--- config.mk ---
export PLATFORM = sky130hd
export DESIGN_NAME = sorted_table_with_dedup_core
export DESIGN_NICKNAME = d
export VERILOG_FILES = /design/src/rtl/stdd_pkg.sv /design/src/rtl/sorted_table_with_dedup_core.sv /design/src/rtl/stdd_ctrl.sv /design/src/rtl/stdd_dp.sv
export SDC_FILE = /design/constraint.sdc
export NUM_CORES = 2
export LEC_CHECK = 0
export BUFFER_PORTS_ARGS = -buffer_cell sky130_fd_sc_hd__buf_2
export CORE_MARGIN = 4
export CORE_UTILIZATION = 50
export DETAILED_ROUTE_END_ITERATION = 6
export MAX_ROUTING_LAYER = met4
export PLACE_DENSITY_LB_ADDON = 0.2
export SYNTH_ARGS = -nofsm -noshare
export SYNTH_HDL_FRONTEND = slang
export SYNTH_SLANG_ARGS = --single-unit
--- constraint.sdc ---
create_clock -name clk -period 5.35 [get_ports clk]
set_input_delay 0.535 -clock clk [delete_from_list [all_inputs] [get_ports clk]]
set_output_delay 0.535 -clock clk [all_outputs]
set_load 0.02 [all_outputs]
--- src/rtl/stdd_pkg.sv ---
// ----------------------------------------------------------------------------
// stdd_pkg
// Shared types and constants of the sorted table with duplicate removal.
// ----------------------------------------------------------------------------
package stdd_pkg;

  localparam int CAPACITY = 32;
  localparam int CNT_W    = $clog2(CAPACITY + 1);
  localparam int ADDR_W   = $clog2(CAPACITY);
  localparam int VAL_W    = 32;
  localparam int HELD_W   = 6;

  localparam logic [1:0] FUNC_INSERT = 2'd0;
  localparam logic [1:0] FUNC_DEDUP  = 2'd1;
  localparam logic [1:0] FUNC_READ   = 2'd2;

  localparam logic [2:0] KIND_INSERTED = 3'd0;
  localparam logic [2:0] KIND_DROPPED  = 3'd1;
  localparam logic [2:0] KIND_DEDUPED  = 3'd2;
  localparam logic [2:0] KIND_ENTRY    = 3'd3;
  localparam logic [2:0] KIND_EMPTY    = 3'd4;

  typedef enum logic [2:0] {
    ST_IDLE,
    ST_INS_RD,
    ST_INS_CMP,
    ST_INS_PUT,
    ST_DD_FIRST,
    ST_DD_SCAN,
    ST_DD_DONE,
    ST_RO_EMIT
  } stdd_state_t;

  typedef enum logic [3:0] {
    OP_NONE,
    OP_EMIT_DROP,
    OP_EMIT_DEDUP,
    OP_EMIT_EMPTY,
    OP_INS_START,
    OP_INS_RD,
    OP_INS_SHIFT,
    OP_INS_PUT,
    OP_SCAN_START,
    OP_DD_FIRST,
    OP_DD_SCAN,
    OP_DD_DONE,
    OP_RO_EMIT
  } stdd_op_t;

  typedef struct packed {
    logic     load_in;
    stdd_op_t op;
  } stdd_cmd_t;

  typedef struct packed {
    logic full;
    logic cnt_zero;
    logic idx_zero;
    logic idx_one;
    logic ge;
    logic i_last;
  } stdd_stat_t;

endpackage

--- src/rtl/sorted_table_with_dedup_core.sv ---
// ----------------------------------------------------------------------------
// sorted_table_with_dedup_core
// Ascending table of signed words with insert, duplicate removal, read-out.
// ----------------------------------------------------------------------------
// A command word (in_func, in_value) is taken on a clock edge with start high
// and busy low. Results leave one per cycle on the out_ ports, each valid for
// exactly one cycle while out_strobe is high; out_last_of_run marks the final
// word of a command. The receiver cannot stall, so every result appears once.
// Steps from acceptance to the result shown, with n entries held:
//   insert: a read per entry compared, a shift up per entry at or above the
//     new value, then the write of it; on an empty table only the write
//   insert on a full table, removal or read-out on an empty table: result
//     the cycle after acceptance
//   duplicate removal: one memory read per entry scanned, then the result
//   read-out: n words back to back after the registered read of the first
// The entry memory has one registered read port and one write port.
// Func code 3 is taken and ignored. busy drops when the last result is being
// registered, so the next command may be accepted while it is still shown.
// Synchronous reset empties the table; memory contents are not cleared.
// ----------------------------------------------------------------------------
module sorted_table_with_dedup_core (
  input  logic                              clk,
  input  logic                              rst_n,
  input  logic                              start,
  output logic                              busy,
  input  logic [1:0]                        in_func,
  input  logic signed [stdd_pkg::VAL_W-1:0] in_value,
  output logic                              out_strobe,
  output logic [2:0]                        out_kind,
  output logic signed [stdd_pkg::VAL_W-1:0] out_entry_value,
  output logic [stdd_pkg::HELD_W-1:0]       out_entries_held,
  output logic                              out_last_of_run
);
  import stdd_pkg::*;

  stdd_cmd_t  cmd;
  stdd_stat_t stat;

  stdd_ctrl u_ctrl (
    .clk     (clk),
    .rst_n   (rst_n),
    .start   (start),
    .in_func (in_func),
    .stat    (stat),
    .cmd     (cmd),
    .busy    (busy)
  );

  stdd_dp u_dp (
    .clk              (clk),
    .rst_n            (rst_n),
    .cmd              (cmd),
    .in_value         (in_value),
    .stat             (stat),
    .out_strobe       (out_strobe),
    .out_kind         (out_kind),
    .out_entry_value  (out_entry_value),
    .out_entries_held (out_entries_held),
    .out_last_of_run  (out_last_of_run)
  );

endmodule

--- src/rtl/stdd_ctrl.sv ---
// ----------------------------------------------------------------------------
// stdd_ctrl
// Sequencer for insert, duplicate removal and in-order read-out.
// ----------------------------------------------------------------------------
module stdd_ctrl (
  input  logic               clk,
  input  logic               rst_n,
  input  logic               start,
  input  logic [1:0]         in_func,
  input  stdd_pkg::stdd_stat_t stat,
  output stdd_pkg::stdd_cmd_t  cmd,
  output logic               busy
);
  import stdd_pkg::*;

  stdd_state_t state_r, state_nxt;

  always_ff @(posedge clk) begin
    if (!rst_n) begin
      state_r <= ST_IDLE;
    end else begin
      state_r <= state_nxt;
    end
  end

  assign busy = (state_r != ST_IDLE);

  always_comb begin
    state_nxt   = state_r;
    cmd.load_in = 1'b0;
    cmd.op      = OP_NONE;
    unique case (state_r)
      ST_IDLE: begin
        if (start) begin
          cmd.load_in = 1'b1;
          unique case (in_func)
            FUNC_INSERT: begin
              if (stat.full) begin
                cmd.op = OP_EMIT_DROP;
              end else begin
                cmd.op    = OP_INS_START;
                state_nxt = ST_INS_RD;
              end
            end
            FUNC_DEDUP: begin
              if (stat.cnt_zero) begin
                cmd.op = OP_EMIT_DEDUP;
              end else begin
                cmd.op    = OP_SCAN_START;
                state_nxt = ST_DD_FIRST;
              end
            end
            FUNC_READ: begin
              if (stat.cnt_zero) begin
                cmd.op = OP_EMIT_EMPTY;
              end else begin
                cmd.op    = OP_SCAN_START;
                state_nxt = ST_RO_EMIT;
              end
            end
            default: cmd.op = OP_NONE;
          endcase
        end
      end
      ST_INS_RD: begin
        if (stat.idx_zero) begin
          cmd.op    = OP_INS_PUT;
          state_nxt = ST_IDLE;
        end else begin
          cmd.op    = OP_INS_RD;
          state_nxt = ST_INS_CMP;
        end
      end
      ST_INS_CMP: begin
        // move an entry at or above the new value up one slot, else the hole is the spot
        if (stat.ge) begin
          cmd.op = OP_INS_SHIFT;
          if (stat.idx_one) begin
            state_nxt = ST_INS_PUT;
          end
        end else begin
          cmd.op    = OP_INS_PUT;
          state_nxt = ST_IDLE;
        end
      end
      ST_INS_PUT: begin
        cmd.op    = OP_INS_PUT;
        state_nxt = ST_IDLE;
      end
      ST_DD_FIRST: begin
        cmd.op    = OP_DD_FIRST;
        state_nxt = stat.i_last ? ST_DD_DONE : ST_DD_SCAN;
      end
      ST_DD_SCAN: begin
        cmd.op = OP_DD_SCAN;
        if (stat.i_last) begin
          state_nxt = ST_DD_DONE;
        end
      end
      ST_DD_DONE: begin
        cmd.op    = OP_DD_DONE;
        state_nxt = ST_IDLE;
      end
      ST_RO_EMIT: begin
        cmd.op = OP_RO_EMIT;
        if (stat.i_last) begin
          state_nxt = ST_IDLE;
        end
      end
      default: state_nxt = ST_IDLE;
    endcase
  end

endmodule

--- src/rtl/stdd_dp.sv ---
// ----------------------------------------------------------------------------
// stdd_dp
// Entry memory, counters, compare logic and result register.
// ----------------------------------------------------------------------------
module stdd_dp (
  input  logic                              clk,
  input  logic                              rst_n,
  input  stdd_pkg::stdd_cmd_t               cmd,
  input  logic signed [stdd_pkg::VAL_W-1:0] in_value,
  output stdd_pkg::stdd_stat_t              stat,
  output logic                              out_strobe,
  output logic [2:0]                        out_kind,
  output logic signed [stdd_pkg::VAL_W-1:0] out_entry_value,
  output logic [stdd_pkg::HELD_W-1:0]       out_entries_held,
  output logic                              out_last_of_run
);
  import stdd_pkg::*;

  logic signed [VAL_W-1:0] mem [CAPACITY];

  logic signed [VAL_W-1:0] val_r, val_nxt;
  logic signed [VAL_W-1:0] last_r, last_nxt;
  logic signed [VAL_W-1:0] rdata_r;
  logic [CNT_W-1:0]        count_r, count_nxt;
  logic [CNT_W-1:0]        idx_r, idx_nxt;
  logic [CNT_W-1:0]        kept_r, kept_nxt;
  logic [CNT_W-1:0]        i_r, i_nxt;

  logic                    strobe_r, strobe_nxt;
  logic [2:0]              kind_r, kind_nxt;
  logic signed [VAL_W-1:0] ev_r, ev_nxt;
  logic [HELD_W-1:0]       held_r, held_nxt;
  logic                    lor_r, lor_nxt;

  logic                    rd_en, wr_en;
  logic [CNT_W-1:0]        rd_addr, wr_addr;
  logic signed [VAL_W-1:0] wr_data;

  assign stat.full     = (count_r >= CNT_W'(CAPACITY));
  assign stat.cnt_zero = (count_r == '0);
  assign stat.idx_zero = (idx_r == '0);
  assign stat.idx_one  = (idx_r == CNT_W'(1));
  assign stat.ge       = (rdata_r >= val_r);
  assign stat.i_last   = ((i_r + CNT_W'(1)) == count_r);

  always_comb begin
    val_nxt    = cmd.load_in ? in_value : val_r;
    last_nxt   = last_r;
    count_nxt  = count_r;
    idx_nxt    = idx_r;
    kept_nxt   = kept_r;
    i_nxt      = i_r;
    strobe_nxt = 1'b0;
    kind_nxt   = kind_r;
    ev_nxt     = ev_r;
    held_nxt   = held_r;
    lor_nxt    = lor_r;
    rd_en      = 1'b0;
    rd_addr    = '0;
    wr_en      = 1'b0;
    wr_addr    = idx_r;
    wr_data    = rdata_r;
    unique case (cmd.op)
      OP_NONE: ;
      OP_EMIT_DROP, OP_EMIT_DEDUP, OP_EMIT_EMPTY: begin
        strobe_nxt = 1'b1;
        kind_nxt   = (cmd.op == OP_EMIT_DROP)  ? KIND_DROPPED :
                     (cmd.op == OP_EMIT_DEDUP) ? KIND_DEDUPED : KIND_EMPTY;
        ev_nxt     = '0;
        held_nxt   = HELD_W'(count_r);
        lor_nxt    = 1'b1;
      end
      OP_INS_START: idx_nxt = count_r;
      OP_INS_RD: begin
        rd_en   = 1'b1;
        rd_addr = idx_r - CNT_W'(1);
      end
      OP_INS_SHIFT: begin
        wr_en   = 1'b1;
        idx_nxt = idx_r - CNT_W'(1);
        rd_en   = 1'b1;
        rd_addr = idx_r - CNT_W'(2);
      end
      OP_INS_PUT: begin
        wr_en      = 1'b1;
        wr_data    = val_r;
        count_nxt  = count_r + CNT_W'(1);
        strobe_nxt = 1'b1;
        kind_nxt   = KIND_INSERTED;
        ev_nxt     = '0;
        held_nxt   = HELD_W'(count_r + CNT_W'(1));
        lor_nxt    = 1'b1;
      end
      OP_SCAN_START: begin
        rd_en    = 1'b1;
        rd_addr  = '0;
        i_nxt    = '0;
        kept_nxt = CNT_W'(1);
      end
      OP_DD_FIRST: begin
        last_nxt = rdata_r;
        i_nxt    = i_r + CNT_W'(1);
        rd_en    = 1'b1;
        rd_addr  = i_r + CNT_W'(1);
      end
      OP_DD_SCAN: begin
        // keep a word only when it differs from the last one kept
        if (rdata_r != last_r) begin
          wr_en    = 1'b1;
          wr_addr  = kept_r;
          last_nxt = rdata_r;
          kept_nxt = kept_r + CNT_W'(1);
        end
        i_nxt   = i_r + CNT_W'(1);
        rd_en   = 1'b1;
        rd_addr = i_r + CNT_W'(1);
      end
      OP_DD_DONE: begin
        count_nxt  = kept_r;
        strobe_nxt = 1'b1;
        kind_nxt   = KIND_DEDUPED;
        ev_nxt     = '0;
        held_nxt   = HELD_W'(kept_r);
        lor_nxt    = 1'b1;
      end
      OP_RO_EMIT: begin
        strobe_nxt = 1'b1;
        kind_nxt   = KIND_ENTRY;
        ev_nxt     = rdata_r;
        held_nxt   = HELD_W'(count_r);
        lor_nxt    = stat.i_last;
        i_nxt      = i_r + CNT_W'(1);
        rd_en      = 1'b1;
        rd_addr    = i_r + CNT_W'(1);
      end
      default: ;
    endcase
  end

  always_ff @(posedge clk) begin
    if (wr_en) begin
      mem[wr_addr[ADDR_W-1:0]] <= wr_data;
    end
    if (rd_en) begin
      rdata_r <= mem[rd_addr[ADDR_W-1:0]];
    end
  end

  always_ff @(posedge clk) begin
    if (!rst_n) begin
      count_r  <= '0;
      strobe_r <= 1'b0;
    end else begin
      count_r  <= count_nxt;
      strobe_r <= strobe_nxt;
    end
  end

  always_ff @(posedge clk) begin
    val_r  <= val_nxt;
    last_r <= last_nxt;
    idx_r  <= idx_nxt;
    kept_r <= kept_nxt;
    i_r    <= i_nxt;
    kind_r <= kind_nxt;
    ev_r   <= ev_nxt;
    held_r <= held_nxt;
    lor_r  <= lor_nxt;
  end

  assign out_strobe       = strobe_r;
  assign out_kind         = kind_r;
  assign out_entry_value  = ev_r;
  assign out_entries_held = held_r;
  assign out_last_of_run  = lor_r;

`ifndef ASSERT_OFF
  a_count_bound: assert property (@(posedge clk) disable iff (!rst_n)
    count_r <= CNT_W'(CAPACITY))
    else $error("entry count above capacity");

  a_insert_grows: assert property (@(posedge clk) disable iff (!rst_n)
    (cmd.op == OP_INS_PUT) |=> (count_r == $past(count_r) + CNT_W'(1)))
    else $error("insert did not grow the table by one");

  a_empty_held: assert property (@(posedge clk) disable iff (!rst_n)
    (out_strobe && out_kind == KIND_EMPTY) |-> (out_entries_held == '0))
    else $error("empty result with entries held");

  a_entry_held: assert property (@(posedge clk) disable iff (!rst_n)
    (out_strobe && out_kind == KIND_ENTRY) |-> (count_r != '0))
    else $error("read-out word from an empty table");

  a_no_drop_room: assert property (@(posedge clk) disable iff (!rst_n)
    (cmd.op == OP_EMIT_DROP) |-> stat.full)
    else $error("drop with room left");
`endif

endmodule

==> reports/results.tsv <==
stage	metric	value	unit
critical_path	sequence of cells on the critical path	ha_1 > nand4_1 > nor4_2 > a21oi_1 > mux2_4 > a2111oi_4 > nand2_2 > a211oi_2 > nor3_2 > buf_4 > o21ai_0 > nand4_1 > nor4_4	
drt	number of violations reported at the end of detailed-routing iteration 0	3759	
timing	final clock skew	0.0306	ns
floorplan	Die Outline Area	102000	um^2
synth	dominant cell by count in the synthesized netlist	sky130_fd_sc_hd__edfxtp_1	
global_route	global route overflow	0	
floorplan	horizontal extent of the die	320	um
critical_path	delay of the slowest cell on the worst path	0.59	ns
drt	total length of routed wires	143000	um
synth	most common library cells after synthesis	sky130_fd_sc_hd__edfxtp_1, sky130_fd_sc_hd__nand2_1, sky130_fd_sc_hd__and3_1	
placed_design	placer congestion estimate	0.897	
synth	syn_area_per_cell	14.6	um^2
pwr	Reg power frac	38.9	%
pwr	switching power share of the total	38.5	%
placed_design	count of buffers from port buffering	80	
floorplan	chip height	320	um
timing	endpoints failing hold	0	
clocking	Bufs on Longest Clock Path	3	
synth	number of instances in the synthesized netlist	3334	
floorplan	number of primary I/O pins	81	
layout	Final Instance Count excl. Fillers	4895	
clocking	clock buffers created by TritonCTS	118	
clocking	root buffer cell	sky130_fd_sc_hd__clkbuf_16	
global_route	initial antenna violation count	4	
pwr	Internal Dissipation	21600	uW
timing	transition time at the pin with the least slew margin	1.32	ns
critical_path	required time of the worst setup path	5.78	ns
synth	proportion of synthesized chip area in sequential cells	73.3	%
clocking	clock insertion delay at the later pin of the skew report	0.71	ns
clocking	CTS tree	yes	
critical_path	Crit Path Max Fanout	19	
layout	number of filler cells placed in the layout	7331	
synth	ranking of synthesized cells by area	sky130_fd_sc_hd__edfxtp_1, sky130_fd_sc_hd__nand2_1, sky130_fd_sc_hd__a211oi_1	
hold_path	Hold WC Path Type	input pin to flop	
timing	Max Freq	0.194	GHz
placed_design	HPWL after DPL	83300	um
critical_path	kind of start point of the critical path	flop	
placed_design	placed cell count	4640	
job	Max Cap Viol	0	
critical_path	most frequent CP cell	sky130_fd_sc_hd__nand4_1	
timing	final setup violation count	0	
clocking	H-tree level count	3	
placed_design	dpl ws	-0.0110	ns
timing	post-route clock period utilization	96.1	%
timing	final number of max-transition violations	0	
layout	area grow syn2layout	15.2	%
global_route	Global Route Usage Sum	28.4	%
global_route	number of global-route vias before repair	29700	
clocking	Clock transition at path regs	0.06	ns
pwr	Leakage	0.0189	uW
timing	relative slew slack	11.9	%
synth	proportion of register bits with asynchronous set or reset after synthesis	0	%
drt	average routed wire per standard cell	29.2	um
pwr	clock network fraction of total power	22.7	%
floorplan	floorplan core area	96600	um^2
critical_path	class of the most critical setup path	flop to flop	
synth	count of yosys warnings during synthesis	0	
floorplan	initial standard-cell utilization of the core	50.4	%
pwr	total power density per cell area	626	nW/um^2
timing	shortest clock period the worst path allows after layout	5.14	ns
pwr	maximum ir drop on the vdd rail	0.000443	V
synth	number of different library cells in the post-synthesis netlist	76	
timing	total negative slack for setup checks	0	ns
critical_path	data arrival time of the critical path	5.58	ns
drt	Remaining DRCs	0	
pwr	Net Switching	13500	uW
drt	total via count in the routed design	31000	
synth	number of flops mapped to enable cells by yosys	1180	
synth	ys flop type	sky130_fd_sc_hd__edfxtp_1	
pwr	combinational fraction of design power	38.4	%
outcome	run status	finished clean	
drt	detailed-routing iteration count for the pre-antenna-repair pass	5	
drt	DRT antenna net count	0	
layout	Layout Nets	3602	
critical_path	buffers plus inverters on the worst setup path	1	
global_route	pin count of the biggest net entering global routing	144	
synth	Post-Synthesis Net Count	3416	
synth	post-synthesis cell type with the largest combined area	sky130_fd_sc_hd__edfxtp_1	
timing	crit path setup slack, layout	0.207	ns
layout	share of final-layout standard cells stronger than drive strength 1	15.9	%
critical_path	cell type of the slowest stage on the worst timing path	sky130_fd_sc_hd__edfxtp_1	
timing	unrepaired setup endpoints after global routing	false	
synth	Yosys reg bits	1190	
critical_path	element type at the critical path end	flop	
clocking	clock net sink count	1190	
synth	Syn Std Cell Area	48600	um^2
global_route	first-pass GRT wire length	207000	um
synth	area share of the largest cell type after synthesis	72.9	%
drt	post-DR vias/cell	6.32	
floorplan	std cell rows	114	
critical_path	delay-heaviest family, CP	simple AND/OR/NAND/NOR gates	
==> timing repair <==
action	4_1_cts	5_1_grt
buffers inserted	0	7
hold buffers	28	0
pin swaps	0	1
endpoints found under the setup margin	1	3
resized for setup	1	3
endpoints found under the hold margin	28	0
==> power by group through the flow <==
stage / clock network (uW) / logic [uW] / registers [uW]
floorplan: 0 / 7800 / 13800
global placement: 0 / 12900 / 13800
detailed placement: 0 / 13200 / 13800
CTS: 8060 / 13300 / 13600
global route: 8480 / 14400 / 13700
finish: 7950 / 13500 / 13700
==> worst register-to-register path: cells and delay by family, from the launching register on <==
family | cells | cell delay (ns)
flops | 1 | 0.59
compound gates | 4 | 1.38
buf+inv | 1 | 0.30
fa+ha+maj | 1 | 0.46
simple gates | 6 | 1.81
mux | 1 | 0.34
==> worst paths after layout <==
check,startpoint,endpoint,slack (ns),depth (start not counted)
hold reg to reg,u_dp.rdata_r[17],u_dp.last_r[17],0.57,0
setup / recovery,u_dp.rdata_r[31],u_dp.rdata_r[17],0.21,13
hold / removal,in_value[7],u_dp.val_r[7],0.04,1
setup reg to reg,u_dp.rdata_r[31],u_dp.rdata_r[17],0.21,13
==> cells in the final DEF (no fill, tap or decap), types with 48 or more instances in the layout <==
cell type	synthesis	final
sky130_fd_sc_hd__edfxtp_1	1180	1180
sky130_fd_sc_hd__nand2_1	462	460
sky130_fd_sc_hd__and3_1	228	227
sky130_fd_sc_hd__a211oi_1	223	223
sky130_fd_sc_hd__nand3_1	130	128
sky130_fd_sc_hd__buf_4	13	126
sky130_fd_sc_hd__clkbuf_16	0	120
sky130_fd_sc_hd__o21ai_0	132	100
sky130_fd_sc_hd__buf_2	80	80
sky130_fd_sc_hd__nor2_1	107	72
sky130_fd_sc_hd__a31oi_1	69	68
sky130_fd_sc_hd__buf_12	0	48
==> kinds of logic after synthesis <==
| group | Yosys count | synth area share [%] |
|---|---|---|
| buffers and inverters | 264 | 2.54 |
| multiplexers | 72 | 2.29 |
| XOR/XNOR | 56 | 1.01 |
| AO/OA/AOI/OAI | 602 | 8.38 |
| AND/OR/NAND/NOR | 1105 | 11.3 |
| flip-flops | 1190 | 73.3 |
| adder cells (fa/ha/maj) | 45 | 1.16 |
==> metrics by stage <==
stage	power [uW]	utilization [%]	hold slack [ns]	area [um^2]
floorplan	21600	-	0.472	48600
global placement	26700	53.8	0.542	52000
detailed placement	27000	53.8	0.570	52000
CTS	35000	57.9	0.00144	55900
global route	36600	58.0	0.0172	56000
finish	35100	58.0	0.0413	56000
==> layout make-up <==
class / count / area (um^2) / area share, %
Sequential cell: 1190 / 35600 / 63.6
Timing Repair Buffer: 285 / 2640 / 4.71
Antenna cell: 5 / 12.5 / 0.0223
Clock inverter: 62 / 548 / 0.978
Tap cell: 1276 / 1600 / 2.85
Clock buffer: 152 / 3120 / 5.57
Inverter: 45 / 169 / 0.301
Multi-Input combinational cell: 1880 / 12300 / 22.0
==> sequential cells by signal (all words and copies together) (netlist names) <==
| name | flops |
|---|---|
| u_dp.mem | 1024 |
| u_dp.out_entry_value | 32 |
| u_dp.val_r | 32 |
| u_dp.out_strobe | 1 |
| u_dp.out_last_of_run | 1 |
| u_dp.rdata_r | 32 |
| u_dp.count_r | 6 |
| u_dp.i_r | 6 |
| u_dp.out_kind | 3 |
| u_dp.last_r | 32 |
| u_dp.idx_r | 6 |
| u_dp.out_entries_held | 6 |
| u_dp.kept_r | 6 |
| u_ctrl.state_r | 3 |
==> per-layer routing <==
layer	vias up	share of wire [%]	GRT usage, %
met4	0	3.7	10.3
met2	1782	46	42.9
met5	-	0	-
li1	13300	-	-
met1	15600	39	38.7
met3	288	11	5.57
Note: power is estimated with default switching activity, not from simulation.
